--- config.mk ---
export PLATFORM = sky130hd
export DESIGN_NAME = motor_thermal_model_tracker_unit
export DESIGN_NICKNAME = d
export VERILOG_FILES = /design/src/sv/mtt_pkg.sv /design/src/sv/mtt_smul.sv /design/src/sv/motor_thermal_model_tracker_unit.sv
export SDC_FILE = /design/constraint.sdc
export NUM_CORES = 2
export LEC_CHECK = 0
export BUFFER_PORTS_ARGS = -buffer_cell sky130_fd_sc_hd__buf_2
export CORE_UTILIZATION = 45
export DETAILED_ROUTE_END_ITERATION = 6
export HOLD_SLACK_MARGIN = 0.12
export PLACE_DENSITY = 0.72
export REMOVE_ABC_BUFFERS = 1
export SYNTH_ARGS = -nofsm -noshare
export SYNTH_HDL_FRONTEND = slang
export SYNTH_SLANG_ARGS = --single-unit
--- constraint.sdc ---
create_clock -name clk -period 7.2 [get_ports clk]
set_input_delay 0.72 -clock clk [delete_from_list [all_inputs] [get_ports clk]]
set_output_delay 0.72 -clock clk [all_outputs]
set_load 0.005 [all_outputs]
--- src/sv/mtt_pkg.sv ---
package mtt_pkg;

    localparam int AXES_DEF      = 8;
    localparam int TEMP_BITS_DEF = 24;

    localparam int AXIS_BITS     = 3;
    localparam int DAC_BITS      = 16;
    localparam int COEF_BITS     = 32;
    localparam int LIM_BITS      = 24;
    localparam int USE_BITS      = 4;
    localparam int OUT_BITS      = 24;
    localparam int CFG_IDX_BITS  = 4;
    localparam int CFG_DATA_BITS = 32;

    // radix-4 serial multiply: two multiplier bits retire per cycle while step is high
    localparam int DIGIT_BITS    = 2;
    // heat term is the squared-drive product scaled down by 2^20
    localparam int HEAT_SHIFT    = 20;

    localparam int AIR_RESET     = 102400;
    localparam int OVER_RESET    = 409600;
    localparam int COOL_RESET    = 245760;
    localparam int USE_RESET     = 8;

    typedef enum logic [CFG_IDX_BITS-1:0] {
        REG_COEF_HEAT,
        REG_CORE_LOSS,
        REG_CASE_GAIN,
        REG_CASE_LOSS,
        REG_AIR_TEMP,
        REG_OVER_LIMIT,
        REG_COOL_LIMIT,
        REG_AXES_IN_USE
    } cfg_reg_t;

    typedef struct packed {
        logic load;
        logic step;
    } mul_ctl_t;

endpackage

--- src/sv/mtt_smul.sv ---
// Radix-4 shift-add multiplier: multiplier digits leave at the bottom of
// lo_reg while finished product bits enter at its top.
module mtt_smul
    import mtt_pkg::*;
#(
    parameter int MCAND_BITS  = 16,
    parameter int MPLIER_BITS = 16
)
(
    input  logic                              clk,
    input  mul_ctl_t                          ctl,
    input  logic [MCAND_BITS-1:0]             mcand,
    input  logic [MPLIER_BITS-1:0]            mplier,
    output logic [MCAND_BITS+MPLIER_BITS-1:0] prod
);

    logic [MCAND_BITS-1:0]  mc_reg;
    logic [MCAND_BITS-1:0]  acc_reg;
    logic [MCAND_BITS-1:0]  acc_next;
    logic [MPLIER_BITS-1:0] lo_reg;
    logic [MPLIER_BITS-1:0] lo_next;
    logic [MCAND_BITS+1:0]  sum;

    always_comb
    begin
        sum = {2'b00, acc_reg}
            + (lo_reg[0] ? {2'b00, mc_reg} : '0)
            + (lo_reg[1] ? {1'b0, mc_reg, 1'b0} : '0);
        acc_next = sum[MCAND_BITS+1:DIGIT_BITS];
        lo_next  = {sum[DIGIT_BITS-1:0], lo_reg[MPLIER_BITS-1:DIGIT_BITS]};
    end

    always_ff @(posedge clk)
    begin
        if (ctl.load)
        begin
            mc_reg  <= mcand;
            acc_reg <= '0;
            lo_reg  <= mplier;
        end
        else if (ctl.step)
        begin
            acc_reg <= acc_next;
            lo_reg  <= lo_next;
        end
    end

    assign prod = {acc_reg, lo_reg};

endmodule

--- src/sv/motor_thermal_model_tracker_unit.sv ---
// Channel  | Direction | Handshake              | Word
// ---------+-----------+------------------------+-----------------------------------------
// input    | in        | in_valid / in_ready    | axis, dac_value, restart
// result   | out       | out_valid / out_ready  | core_temp, case_temp, over_heated, cooled
// config   | in        | cfg_valid / cfg_ready  | cfg_index, cfg_data
//
// One word runs from acceptance to the next acceptance through an 8-step
// radix-4 square of the drive value, then 16 radix-4 steps of the four shared
// coefficient multiplies, plus load, rounding and update states.
// The temperature flops reset straight to the ambient reset value; no clearing pass.
// A result waiting in the output register does not block the next input word;
// the update cycle holds until the output register is free.
module motor_thermal_model_tracker_unit
    import mtt_pkg::*;
#(
    parameter int AXES      = AXES_DEF,
    parameter int TEMP_BITS = TEMP_BITS_DEF
)
(
    input  logic                        clk,
    input  logic                        rst_n,

    input  logic                        in_valid,
    output logic                        in_ready,
    input  logic [AXIS_BITS-1:0]        axis,
    input  logic signed [DAC_BITS-1:0]  dac_value,
    input  logic                        restart,

    output logic                        out_valid,
    input  logic                        out_ready,
    output logic signed [OUT_BITS-1:0]  core_temp,
    output logic signed [OUT_BITS-1:0]  case_temp,
    output logic                        over_heated,
    output logic                        cooled,

    input  logic                        cfg_valid,
    output logic                        cfg_ready,
    input  logic [CFG_IDX_BITS-1:0]     cfg_index,
    input  logic [CFG_DATA_BITS-1:0]    cfg_data
);

    localparam int AXW       = (AXES > 1) ? $clog2(AXES) : 1;
    localparam int MAGW      = TEMP_BITS + 1;
    localparam int SQW       = 2 * DAC_BITS - 1;
    localparam int HEAT_PROD = SQW + COEF_BITS;
    localparam int HEATW     = HEAT_PROD - HEAT_SHIFT;
    localparam int SUMW      = HEATW + 2;
    localparam int CMPW      = 33;
    localparam int IXW       = 5;
    localparam int SQ_STEPS  = DAC_BITS / DIGIT_BITS;
    localparam int MUL_STEPS = COEF_BITS / DIGIT_BITS;
    localparam int CNTW      = $clog2(MUL_STEPS);

    localparam logic [CNTW-1:0] SQ_LAST  = CNTW'(SQ_STEPS - 1);
    localparam logic [CNTW-1:0] MUL_LAST = CNTW'(MUL_STEPS - 1);
    localparam logic [IXW-1:0]  AXES_IX  = IXW'(AXES);

    localparam longint T_MAX_L   = (longint'(1) <<< (TEMP_BITS - 1)) - 1;
    localparam longint T_MIN_L   = -T_MAX_L - 1;
    localparam longint AIR_RST_L = (AIR_RESET > T_MAX_L) ? T_MAX_L :
                                   ((AIR_RESET < T_MIN_L) ? T_MIN_L : AIR_RESET);

    localparam logic signed [TEMP_BITS-1:0] T_MAX_T   = TEMP_BITS'(T_MAX_L);
    localparam logic signed [TEMP_BITS-1:0] T_MIN_T   = TEMP_BITS'(T_MIN_L);
    localparam logic signed [TEMP_BITS-1:0] AIR_RST_T = TEMP_BITS'(AIR_RST_L);
    localparam logic signed [SUMW-1:0]      S_MAX     = SUMW'(T_MAX_L);
    localparam logic signed [SUMW-1:0]      S_MIN     = SUMW'(T_MIN_L);
    localparam logic signed [CMPW-1:0]      C_MAX     = CMPW'(T_MAX_L);
    localparam logic signed [CMPW-1:0]      C_MIN     = CMPW'(T_MIN_L);
    localparam logic signed [CMPW-1:0]      O_MAX     = CMPW'((longint'(1) <<< (OUT_BITS - 1)) - 1);
    localparam logic signed [CMPW-1:0]      O_MIN     = -O_MAX - CMPW'(1);

    typedef enum logic [2:0] {
        ST_IDLE,
        ST_LOAD,
        ST_SQ,
        ST_HLD,
        ST_MUL,
        ST_RND,
        ST_DONE
    } state_t;

    function automatic logic signed [TEMP_BITS-1:0] sat_sum(input logic signed [SUMW-1:0] v);
        logic signed [TEMP_BITS-1:0] r;
        if (v > S_MAX)
            r = T_MAX_T;
        else if (v < S_MIN)
            r = T_MIN_T;
        else
            r = v[TEMP_BITS-1:0];
        return r;
    endfunction

    function automatic logic signed [TEMP_BITS-1:0] sat_cmp(input logic signed [CMPW-1:0] v);
        logic signed [TEMP_BITS-1:0] r;
        if (v > C_MAX)
            r = T_MAX_T;
        else if (v < C_MIN)
            r = T_MIN_T;
        else
            r = v[TEMP_BITS-1:0];
        return r;
    endfunction

    function automatic logic signed [OUT_BITS-1:0] sat_out(input logic signed [TEMP_BITS-1:0] v);
        logic signed [CMPW-1:0] w;
        logic signed [OUT_BITS-1:0] r;
        w = CMPW'(v);
        if (w > O_MAX)
            r = O_MAX[OUT_BITS-1:0];
        else if (w < O_MIN)
            r = O_MIN[OUT_BITS-1:0];
        else
            r = w[OUT_BITS-1:0];
        return r;
    endfunction

    function automatic logic at_or_above(input logic signed [TEMP_BITS-1:0] t,
                                         input logic signed [LIM_BITS-1:0] lim);
        logic signed [CMPW-1:0] tw;
        logic signed [CMPW-1:0] lw;
        tw = CMPW'(t);
        lw = CMPW'(lim);
        return tw >= lw;
    endfunction

    // configuration registers
    logic [COEF_BITS-1:0]        coef_heat_reg;
    logic [COEF_BITS-1:0]        coef_core_loss_reg;
    logic [COEF_BITS-1:0]        coef_case_gain_reg;
    logic [COEF_BITS-1:0]        coef_case_loss_reg;
    logic signed [LIM_BITS-1:0]  air_temp_reg;
    logic signed [LIM_BITS-1:0]  over_limit_reg;
    logic signed [LIM_BITS-1:0]  cool_limit_reg;
    logic [USE_BITS-1:0]         axes_in_use_reg;

    // per-axis state
    logic signed [TEMP_BITS-1:0] core_temps_reg [AXES];
    logic signed [TEMP_BITS-1:0] case_temps_reg [AXES];

    // control
    state_t                      state_reg;
    logic [CNTW-1:0]             cnt_reg;
    logic                        over_acc_reg;
    logic                        warm_acc_reg;
    logic                        out_valid_reg;
    logic signed [OUT_BITS-1:0]  core_out_reg;
    logic signed [OUT_BITS-1:0]  case_out_reg;
    logic                        over_out_reg;
    logic                        cooled_out_reg;

    // item datapath
    logic [AXIS_BITS-1:0]        axis_reg;
    logic [DAC_BITS-1:0]         mag_reg;
    logic                        restart_reg;
    logic signed [TEMP_BITS-1:0] core_reg;
    logic signed [TEMP_BITS-1:0] case_reg;
    logic                        dneg_reg;
    logic                        eneg_reg;
    logic [HEATW-1:0]            heat_reg;
    logic signed [MAGW:0]        fl1_reg;
    logic signed [MAGW:0]        fl2_reg;
    logic signed [MAGW:0]        fl3_reg;

    logic [DAC_BITS-1:0]         dac_mag;
    logic [IXW-1:0]              use_n;
    logic                        axis_lt;
    logic                        in_use;
    logic [AXW-1:0]              rd_idx;
    logic signed [TEMP_BITS-1:0] rd_core;
    logic signed [TEMP_BITS-1:0] rd_case;
    logic signed [TEMP_BITS-1:0] air_t;
    logic signed [MAGW-1:0]      d_val;
    logic signed [MAGW-1:0]      e_val;
    logic [MAGW-1:0]             d_mag;
    logic [MAGW-1:0]             e_mag;
    logic                        sweep_hit;
    logic signed [SUMW-1:0]      core_ext;
    logic signed [SUMW-1:0]      case_ext;
    logic signed [SUMW-1:0]      heat_ext;
    logic signed [SUMW-1:0]      fl1_ext;
    logic signed [SUMW-1:0]      fl2_ext;
    logic signed [SUMW-1:0]      fl3_ext;
    logic signed [SUMW-1:0]      core_sum;
    logic signed [SUMW-1:0]      case_sum;
    logic signed [TEMP_BITS-1:0] core_next;
    logic signed [TEMP_BITS-1:0] case_next;
    logic signed [TEMP_BITS-1:0] core_rep;
    logic signed [TEMP_BITS-1:0] case_rep;
    logic                        over_now;
    logic                        warm_now;
    logic                        proceed;

    mul_ctl_t                    sq_ctl;
    mul_ctl_t                    heat_ctl;
    mul_ctl_t                    flow_ctl;
    logic [2*DAC_BITS-1:0]       sq_prod;
    logic [HEAT_PROD-1:0]        heat_prod;
    logic [MAGW+COEF_BITS-1:0]   fl1_prod;
    logic [MAGW+COEF_BITS-1:0]   fl2_prod;
    logic [MAGW+COEF_BITS-1:0]   fl3_prod;
    logic [MAGW-1:0]             fl1_mag;
    logic [MAGW-1:0]             fl2_mag;
    logic [MAGW-1:0]             fl3_mag;

    assign in_ready    = (state_reg == ST_IDLE);
    assign cfg_ready   = 1'b1;
    assign out_valid   = out_valid_reg;
    assign core_temp   = core_out_reg;
    assign case_temp   = case_out_reg;
    assign over_heated = over_out_reg;
    assign cooled      = cooled_out_reg;

    // configuration writes
    always_ff @(posedge clk or negedge rst_n)
    begin
        if (!rst_n)
        begin
            coef_heat_reg      <= '0;
            coef_core_loss_reg <= '0;
            coef_case_gain_reg <= '0;
            coef_case_loss_reg <= '0;
            air_temp_reg       <= LIM_BITS'(AIR_RESET);
            over_limit_reg     <= LIM_BITS'(OVER_RESET);
            cool_limit_reg     <= LIM_BITS'(COOL_RESET);
            axes_in_use_reg    <= USE_BITS'(USE_RESET);
        end
        else if (cfg_valid && cfg_ready)
        begin
            unique case (cfg_index)
                REG_COEF_HEAT:   coef_heat_reg      <= cfg_data[COEF_BITS-1:0];
                REG_CORE_LOSS:   coef_core_loss_reg <= cfg_data[COEF_BITS-1:0];
                REG_CASE_GAIN:   coef_case_gain_reg <= cfg_data[COEF_BITS-1:0];
                REG_CASE_LOSS:   coef_case_loss_reg <= cfg_data[COEF_BITS-1:0];
                REG_AIR_TEMP:    air_temp_reg       <= cfg_data[LIM_BITS-1:0];
                REG_OVER_LIMIT:  over_limit_reg     <= cfg_data[LIM_BITS-1:0];
                REG_COOL_LIMIT:  cool_limit_reg     <= cfg_data[LIM_BITS-1:0];
                REG_AXES_IN_USE: axes_in_use_reg    <= cfg_data[USE_BITS-1:0];
                default:         ;
            endcase
        end
    end

    always_comb
    begin
        dac_mag = dac_value[DAC_BITS-1] ? DAC_BITS'(-dac_value) : DAC_BITS'(dac_value);
        use_n   = (IXW'(axes_in_use_reg) > AXES_IX) ? AXES_IX : IXW'(axes_in_use_reg);
        axis_lt = IXW'(axis_reg) < AXES_IX;
        in_use  = IXW'(axis_reg) < use_n;
        air_t   = sat_cmp(CMPW'(air_temp_reg));

        // one read port: the axis at load, the sweep counter otherwise
        if (state_reg == ST_LOAD)
            rd_idx = axis_lt ? AXW'(axis_reg) : '0;
        else
            rd_idx = (IXW'(cnt_reg) < AXES_IX) ? AXW'(cnt_reg) : '0;
        rd_core = core_temps_reg[rd_idx];
        rd_case = case_temps_reg[rd_idx];

        d_val = MAGW'(rd_core) - MAGW'(rd_case);
        e_val = MAGW'(rd_case) - MAGW'(air_t);
        d_mag = d_val[MAGW-1] ? MAGW'(-d_val) : MAGW'(d_val);
        e_mag = e_val[MAGW-1] ? MAGW'(-e_val) : MAGW'(e_val);

        // the ticked axis is checked with its new value at the update cycle
        sweep_hit = (IXW'(cnt_reg) < use_n) && (IXW'(cnt_reg) != IXW'(axis_reg));

        // round half up on the magnitudes
        fl1_mag = fl1_prod[MAGW+COEF_BITS-1:COEF_BITS] + MAGW'(fl1_prod[COEF_BITS-1]);
        fl2_mag = fl2_prod[MAGW+COEF_BITS-1:COEF_BITS] + MAGW'(fl2_prod[COEF_BITS-1]);
        fl3_mag = fl3_prod[MAGW+COEF_BITS-1:COEF_BITS] + MAGW'(fl3_prod[COEF_BITS-1]);

        core_ext = SUMW'(core_reg);
        case_ext = SUMW'(case_reg);
        heat_ext = SUMW'(heat_reg);
        fl1_ext  = SUMW'(fl1_reg);
        fl2_ext  = SUMW'(fl2_reg);
        fl3_ext  = SUMW'(fl3_reg);
        core_sum = core_ext + heat_ext - fl1_ext;
        case_sum = case_ext + fl2_ext - fl3_ext;

        core_next = restart_reg ? air_t : sat_sum(core_sum);
        case_next = restart_reg ? air_t : sat_sum(case_sum);

        if (in_use)
        begin
            core_rep = core_next;
            case_rep = case_next;
        end
        else if (axis_lt)
        begin
            core_rep = core_reg;
            case_rep = case_reg;
        end
        else
        begin
            core_rep = '0;
            case_rep = '0;
        end

        over_now = over_acc_reg | (in_use & at_or_above(core_next, over_limit_reg));
        warm_now = warm_acc_reg | (in_use & at_or_above(core_next, cool_limit_reg));
        proceed  = (state_reg == ST_DONE) && (!out_valid_reg || out_ready);

        sq_ctl.load   = (state_reg == ST_LOAD);
        sq_ctl.step   = (state_reg == ST_SQ);
        heat_ctl.load = (state_reg == ST_HLD);
        heat_ctl.step = (state_reg == ST_MUL);
        flow_ctl.load = (state_reg == ST_LOAD);
        flow_ctl.step = (state_reg == ST_MUL);
    end

    mtt_smul #(.MCAND_BITS(DAC_BITS), .MPLIER_BITS(DAC_BITS)) u_sq (
        .clk    (clk),
        .ctl    (sq_ctl),
        .mcand  (mag_reg),
        .mplier (mag_reg),
        .prod   (sq_prod)
    );

    mtt_smul #(.MCAND_BITS(SQW), .MPLIER_BITS(COEF_BITS)) u_heat (
        .clk    (clk),
        .ctl    (heat_ctl),
        .mcand  (sq_prod[SQW-1:0]),
        .mplier (coef_heat_reg),
        .prod   (heat_prod)
    );

    mtt_smul #(.MCAND_BITS(MAGW), .MPLIER_BITS(COEF_BITS)) u_fl1 (
        .clk    (clk),
        .ctl    (flow_ctl),
        .mcand  (d_mag),
        .mplier (coef_core_loss_reg),
        .prod   (fl1_prod)
    );

    mtt_smul #(.MCAND_BITS(MAGW), .MPLIER_BITS(COEF_BITS)) u_fl2 (
        .clk    (clk),
        .ctl    (flow_ctl),
        .mcand  (d_mag),
        .mplier (coef_case_gain_reg),
        .prod   (fl2_prod)
    );

    mtt_smul #(.MCAND_BITS(MAGW), .MPLIER_BITS(COEF_BITS)) u_fl3 (
        .clk    (clk),
        .ctl    (flow_ctl),
        .mcand  (e_mag),
        .mplier (coef_case_loss_reg),
        .prod   (fl3_prod)
    );

    // item datapath
    always_ff @(posedge clk)
    begin
        if (in_valid && in_ready)
        begin
            axis_reg    <= axis;
            mag_reg     <= dac_mag;
            restart_reg <= restart;
        end
        if (state_reg == ST_LOAD)
        begin
            core_reg <= rd_core;
            case_reg <= rd_case;
            dneg_reg <= d_val[MAGW-1];
            eneg_reg <= e_val[MAGW-1];
        end
        if (state_reg == ST_RND)
        begin
            heat_reg <= heat_prod[HEAT_PROD-1:HEAT_SHIFT] + HEATW'(heat_prod[HEAT_SHIFT-1]);
            fl1_reg  <= dneg_reg ? -$signed({1'b0, fl1_mag}) : $signed({1'b0, fl1_mag});
            fl2_reg  <= dneg_reg ? -$signed({1'b0, fl2_mag}) : $signed({1'b0, fl2_mag});
            fl3_reg  <= eneg_reg ? -$signed({1'b0, fl3_mag}) : $signed({1'b0, fl3_mag});
        end
    end

    // per-axis temperatures
    always_ff @(posedge clk or negedge rst_n)
    begin
        if (!rst_n)
        begin
            for (int i = 0; i < AXES; i++)
            begin
                core_temps_reg[i] <= AIR_RST_T;
                case_temps_reg[i] <= AIR_RST_T;
            end
        end
        else if (proceed && in_use)
        begin
            core_temps_reg[AXW'(axis_reg)] <= core_next;
            case_temps_reg[AXW'(axis_reg)] <= case_next;
        end
    end

    always_ff @(posedge clk or negedge rst_n)
    begin
        if (!rst_n)
        begin
            state_reg      <= ST_IDLE;
            cnt_reg        <= '0;
            over_acc_reg   <= 1'b0;
            warm_acc_reg   <= 1'b0;
            out_valid_reg  <= 1'b0;
            core_out_reg   <= '0;
            case_out_reg   <= '0;
            over_out_reg   <= 1'b0;
            cooled_out_reg <= 1'b0;
        end
        else
        begin
            if (out_ready)
                out_valid_reg <= 1'b0;

            unique case (state_reg)
                ST_IDLE:
                begin
                    if (in_valid)
                        state_reg <= ST_LOAD;
                end
                ST_LOAD:
                begin
                    cnt_reg      <= '0;
                    over_acc_reg <= 1'b0;
                    warm_acc_reg <= 1'b0;
                    state_reg    <= ST_SQ;
                end
                ST_SQ:
                begin
                    cnt_reg <= cnt_reg + 1'b1;
                    if (cnt_reg == SQ_LAST)
                        state_reg <= ST_HLD;
                end
                ST_HLD:
                begin
                    cnt_reg   <= '0;
                    state_reg <= ST_MUL;
                end
                ST_MUL:
                begin
                    // sweep the other axes against the limits, one per cycle
                    if (sweep_hit)
                    begin
                        over_acc_reg <= over_acc_reg | at_or_above(rd_core, over_limit_reg);
                        warm_acc_reg <= warm_acc_reg | at_or_above(rd_core, cool_limit_reg);
                    end
                    cnt_reg <= cnt_reg + 1'b1;
                    if (cnt_reg == MUL_LAST)
                        state_reg <= ST_RND;
                end
                ST_RND:
                begin
                    state_reg <= ST_DONE;
                end
                ST_DONE:
                begin
                    // hold until the output register frees up
                    if (!out_valid_reg || out_ready)
                    begin
                        out_valid_reg  <= 1'b1;
                        core_out_reg   <= sat_out(core_rep);
                        case_out_reg   <= sat_out(case_rep);
                        over_out_reg   <= over_now;
                        cooled_out_reg <= !warm_now;
                        state_reg      <= ST_IDLE;
                    end
                end
                default:
                begin
                    state_reg <= ST_IDLE;
                end
            endcase
        end
    end

    a_accept_starts_load: assert property (@(posedge clk) disable iff (!rst_n)
        in_valid && in_ready |=> state_reg == ST_LOAD)
        else $error("accepted word did not start a load");

    a_result_from_update: assert property (@(posedge clk) disable iff (!rst_n)
        $rose(out_valid_reg) |-> $past(state_reg) == ST_DONE)
        else $error("result appeared without an update cycle");

    a_heat_after_square: assert property (@(posedge clk) disable iff (!rst_n)
        state_reg == ST_HLD |-> $past(state_reg) == ST_SQ && $past(cnt_reg) == SQ_LAST)
        else $error("heat multiply loaded before the square finished");

endmodule
==> results.md <==
- Worst flop-to-flop path endpoint: over_heated
- DP Area: 76650 sq um
- Result of the run: finished, final reports clean
- Area share of the largest cell type after synthesis: 20.15%
- Ranking of synthesized cells by instance count: sky130_fd_sc_hd__nand2_1, sky130_fd_sc_hd__inv_1, sky130_fd_sc_hd__o21ai_0
- Final routed DRC violation total: 0
- Level count of the clock H-tree: 4
- Post-CTS clock slew at the launch and capture registers of the worst setup and hold paths: 60 ps
- Most area-consuming cells after synthesis: sky130_fd_sc_hd__dfrtp_1, sky130_fd_sc_hd__edfxtp_1, sky130_fd_sc_hd__nand2_1
- Overall via count from detail_route: ~60k
- IO Port Bufs: 112
- Number of global-route vias before repair: 57.40k
- Final Cell Area: 81190 sq um
- Proportion of synthesized chip area in sequential cells: 43.35%
- Prevailing post-synth register cell: sky130_fd_sc_hd__dfrtp_1
- Fill cell count: around 15k
- R2R setup slack: 180 ps
- Path depth of the worst reg2reg path: 24
- Total congestion overflow: 0
- Overall die area: 164100 sq um
- Achievable clock frequency: around 140 MHz
- Final worst clock skew: 34.50 ps
- CTS tree: yes
- Share of layout cells above drive strength 1: 9.704%
- Average instance area after synthesis: 8.925 sq um
- Number of flops mapped to enable cells by yosys: 432
- Required time of the critical path: slightly below 8000 ps
- Maximum number of pins on one net before global-route repair: 170
- First-pass GRT wire length: 341900 microns
- Critical Path Fanout Max: 23
- Arrival time at the worst endpoint: 7720 ps
- Vias per cell: 5.735
- Buffer depth of the longest clock path: 3
- Worst setup path class: reg2reg
- Worst relative slew slack: 2.303%
- Violation count after the first detailed-routing iteration: 6531
- Routed len/inst: 21.48 microns
- Tightest Pin Transition: 1450 ps
- Type of origin of the critical path: register
- Endpoint type of the worst setup path: register
- Number of unique standard cell types used by synthesis: 87
- Netlist area before placement: 73130 sq um
- Count of yosys warnings during synthesis: 0
- Crit path launch: core_reg[1]
- Number of failing setup endpoints in the final timing report: 0
- Hold_sp: cfg_data[25]
- Number of antenna violations at the first check in global routing: 19
- Final cycle utilization of the critical path: 97.46%
- Die X: 405.1 microns
- Clk sink count: 1202
- Synth-to-layout area growth: 11.02%
- Post-route minimum period: 7017 ps
- I/O pin count: 114
- Number of max-capacitance violations reported: 0
- Clk Tree Root Cell: sky130_fd_sc_hd__clkbuf_16
- Worst Hold Class: in2reg
- Final WL: 226500 microns
- Final RePlAce weighted congestion: 1.003
- Number of buffers created by CTS: around 130
- DPL Wire Length: 166200 microns
- Die height: just over 400 microns
- Slew Viols, Final: 0
- #FFs+latches synth: 1202
- Overall track demand over capacity in global routing: 27.42%
- Clock latency of the later-clocked register in the worst-skew pair: 810 ps
- Count of final hold-check violations: 0
- Most frequently used cell type in the post-synthesis netlist: sky130_fd_sc_hd__nand2_1
- Number of nets in the final layout: 8891
- Async set or reset register ratio after synthesis: ~54%
- Gate count of the mapped netlist: ~8.2k
- Reg-to-Reg Start: core_reg[1]
- Detailed-routing iteration count for the pre-antenna-repair pass: 6
- Library cell with the largest summed area after synthesis: sky130_fd_sc_hd__dfrtp_1
- Starting density of the core: 45.44%
- Final antenna-violating net count: 0
- Cell Rows: 147
- Core Area: 160900 sq um
- End point of the critical path: over_heated
-- cell families after synthesis --
| logic type | Yosys count | share of synthesized area (%) |
|---|---|---|
| simple gates | 3112 | 18.34 |
| compound gates | 1569 | 13.05 |
| other cells | 1 | 0.005128 |
| buf+inv | 1148 | 5.918 |
| flops | 1202 | 43.35 |
| xor+xnor | 435 | 5.209 |
| fa+ha+maj | 559 | 11.55 |
| mux | 168 | 2.573 |
-- worst min-delay path by stage --
stage | end | slack, ps | depth (start not counted)
4_1_cts | coef_heat_reg[25] | 200 | 2
3_3_place_gp | u_heat.mc_reg[24] | 410 | 0
2_1_floorplan | u_heat.mc_reg[17] | 410 | 0
3_5_place_dp | u_heat.mc_reg[17] | 410 | 0
5_1_grt | coef_case_gain_reg[25] | 230 | 2
6_report | coef_heat_reg[25] | 240 | 2
-- placed cells by master, fill, tap and decap left out, types with 194 or more instances in the layout --
cell type,count
sky130_fd_sc_hd__a21oi_1,291
sky130_fd_sc_hd__dfrtp_1,589
sky130_fd_sc_hd__edfxtp_1,432
sky130_fd_sc_hd__fa_1,194
sky130_fd_sc_hd__ha_1,362
sky130_fd_sc_hd__inv_1,803
sky130_fd_sc_hd__nand2_1,1979
sky130_fd_sc_hd__nand3_1,355
sky130_fd_sc_hd__nor2_1,230
sky130_fd_sc_hd__o21ai_0,633
sky130_fd_sc_hd__xnor2_1,314
-- per-layer routing --
metal  wire, microns  track usage, %  up-vias
met5             231          0.8029        -
met4            9595           11.38        8
met3           22300           6.404      477
met2          101000           42.55     2518
met1           93300           36.70    29600
li1                -               -    27850
-- metrics by stage --
stage	utilization (%)	std cells	setup TNS [ps]	worst slack, ps	hold WS, ps
2_1_floorplan	-	7858	-1525870	-9843	408.2
3_3_place_gp	47.63	10290	0	207.4	414.9
3_5_place_dp	47.63	10290	0	88.20	413.3
4_1_cts	50.37	10530	0	46.25	195.5
5_1_grt	50.44	10540	-5.637	-5.637	234.1
6_report	50.45	10540	0	183.1	236.4
-- repair_timing --
| item | 4_1_cts | 5_1_grt |
|---|---|---|
| hold buffers | 6 | 0 |
| endpoints found under the setup margin | 0 | 2 |
| buffers inserted | 0 | 4 |
| endpoints found under the hold margin | 112 | 0 |
| resized for setup | 0 | 23 |
-- worst max-delay path: stages (launching register included) --
cell                       delay (ps)
sky130_fd_sc_hd__edfxtp_1         340
sky130_fd_sc_hd__inv_1             70
sky130_fd_sc_hd__fa_1             600
sky130_fd_sc_hd__inv_1             60
sky130_fd_sc_hd__ha_1             300
sky130_fd_sc_hd__a211oi_1         330
sky130_fd_sc_hd__o211a_1          270
sky130_fd_sc_hd__o21ai_0          150
sky130_fd_sc_hd__a211o_1          350
sky130_fd_sc_hd__o21a_1           300
sky130_fd_sc_hd__a21oi_4          210
sky130_fd_sc_hd__nor4_1            90
sky130_fd_sc_hd__nor4_1           440
sky130_fd_sc_hd__and3b_1          230
sky130_fd_sc_hd__nand4_1          120
sky130_fd_sc_hd__buf_6            220
sky130_fd_sc_hd__a22oi_2          700
sky130_fd_sc_hd__a21oi_1          160
sky130_fd_sc_hd__ha_1             350
sky130_fd_sc_hd__nand4_1          170
sky130_fd_sc_hd__nor4_1           490
sky130_fd_sc_hd__a21oi_1          130
sky130_fd_sc_hd__or3b_2           460
sky130_fd_sc_hd__a21o_1           190
sky130_fd_sc_hd__a31oi_1          190
-- area by class of cell --
class	count	area (sq um)	area share [%]
multi-input cells	5844	37390	46.05
inverters	812	3064	3.774
repair buffers	278	1964	2.419
clock buffers	187	3747	4.615
clock inverters	55	611.8	0.7536
well taps	2160	2703	3.329
flip-flops and latches	1202	31700	39.05
diodes	4	10.01	0.01233
Power is left out: the tool's default activity adds up to more than one toggle a clock period on the data nets, which glitch-free logic cannot reach.
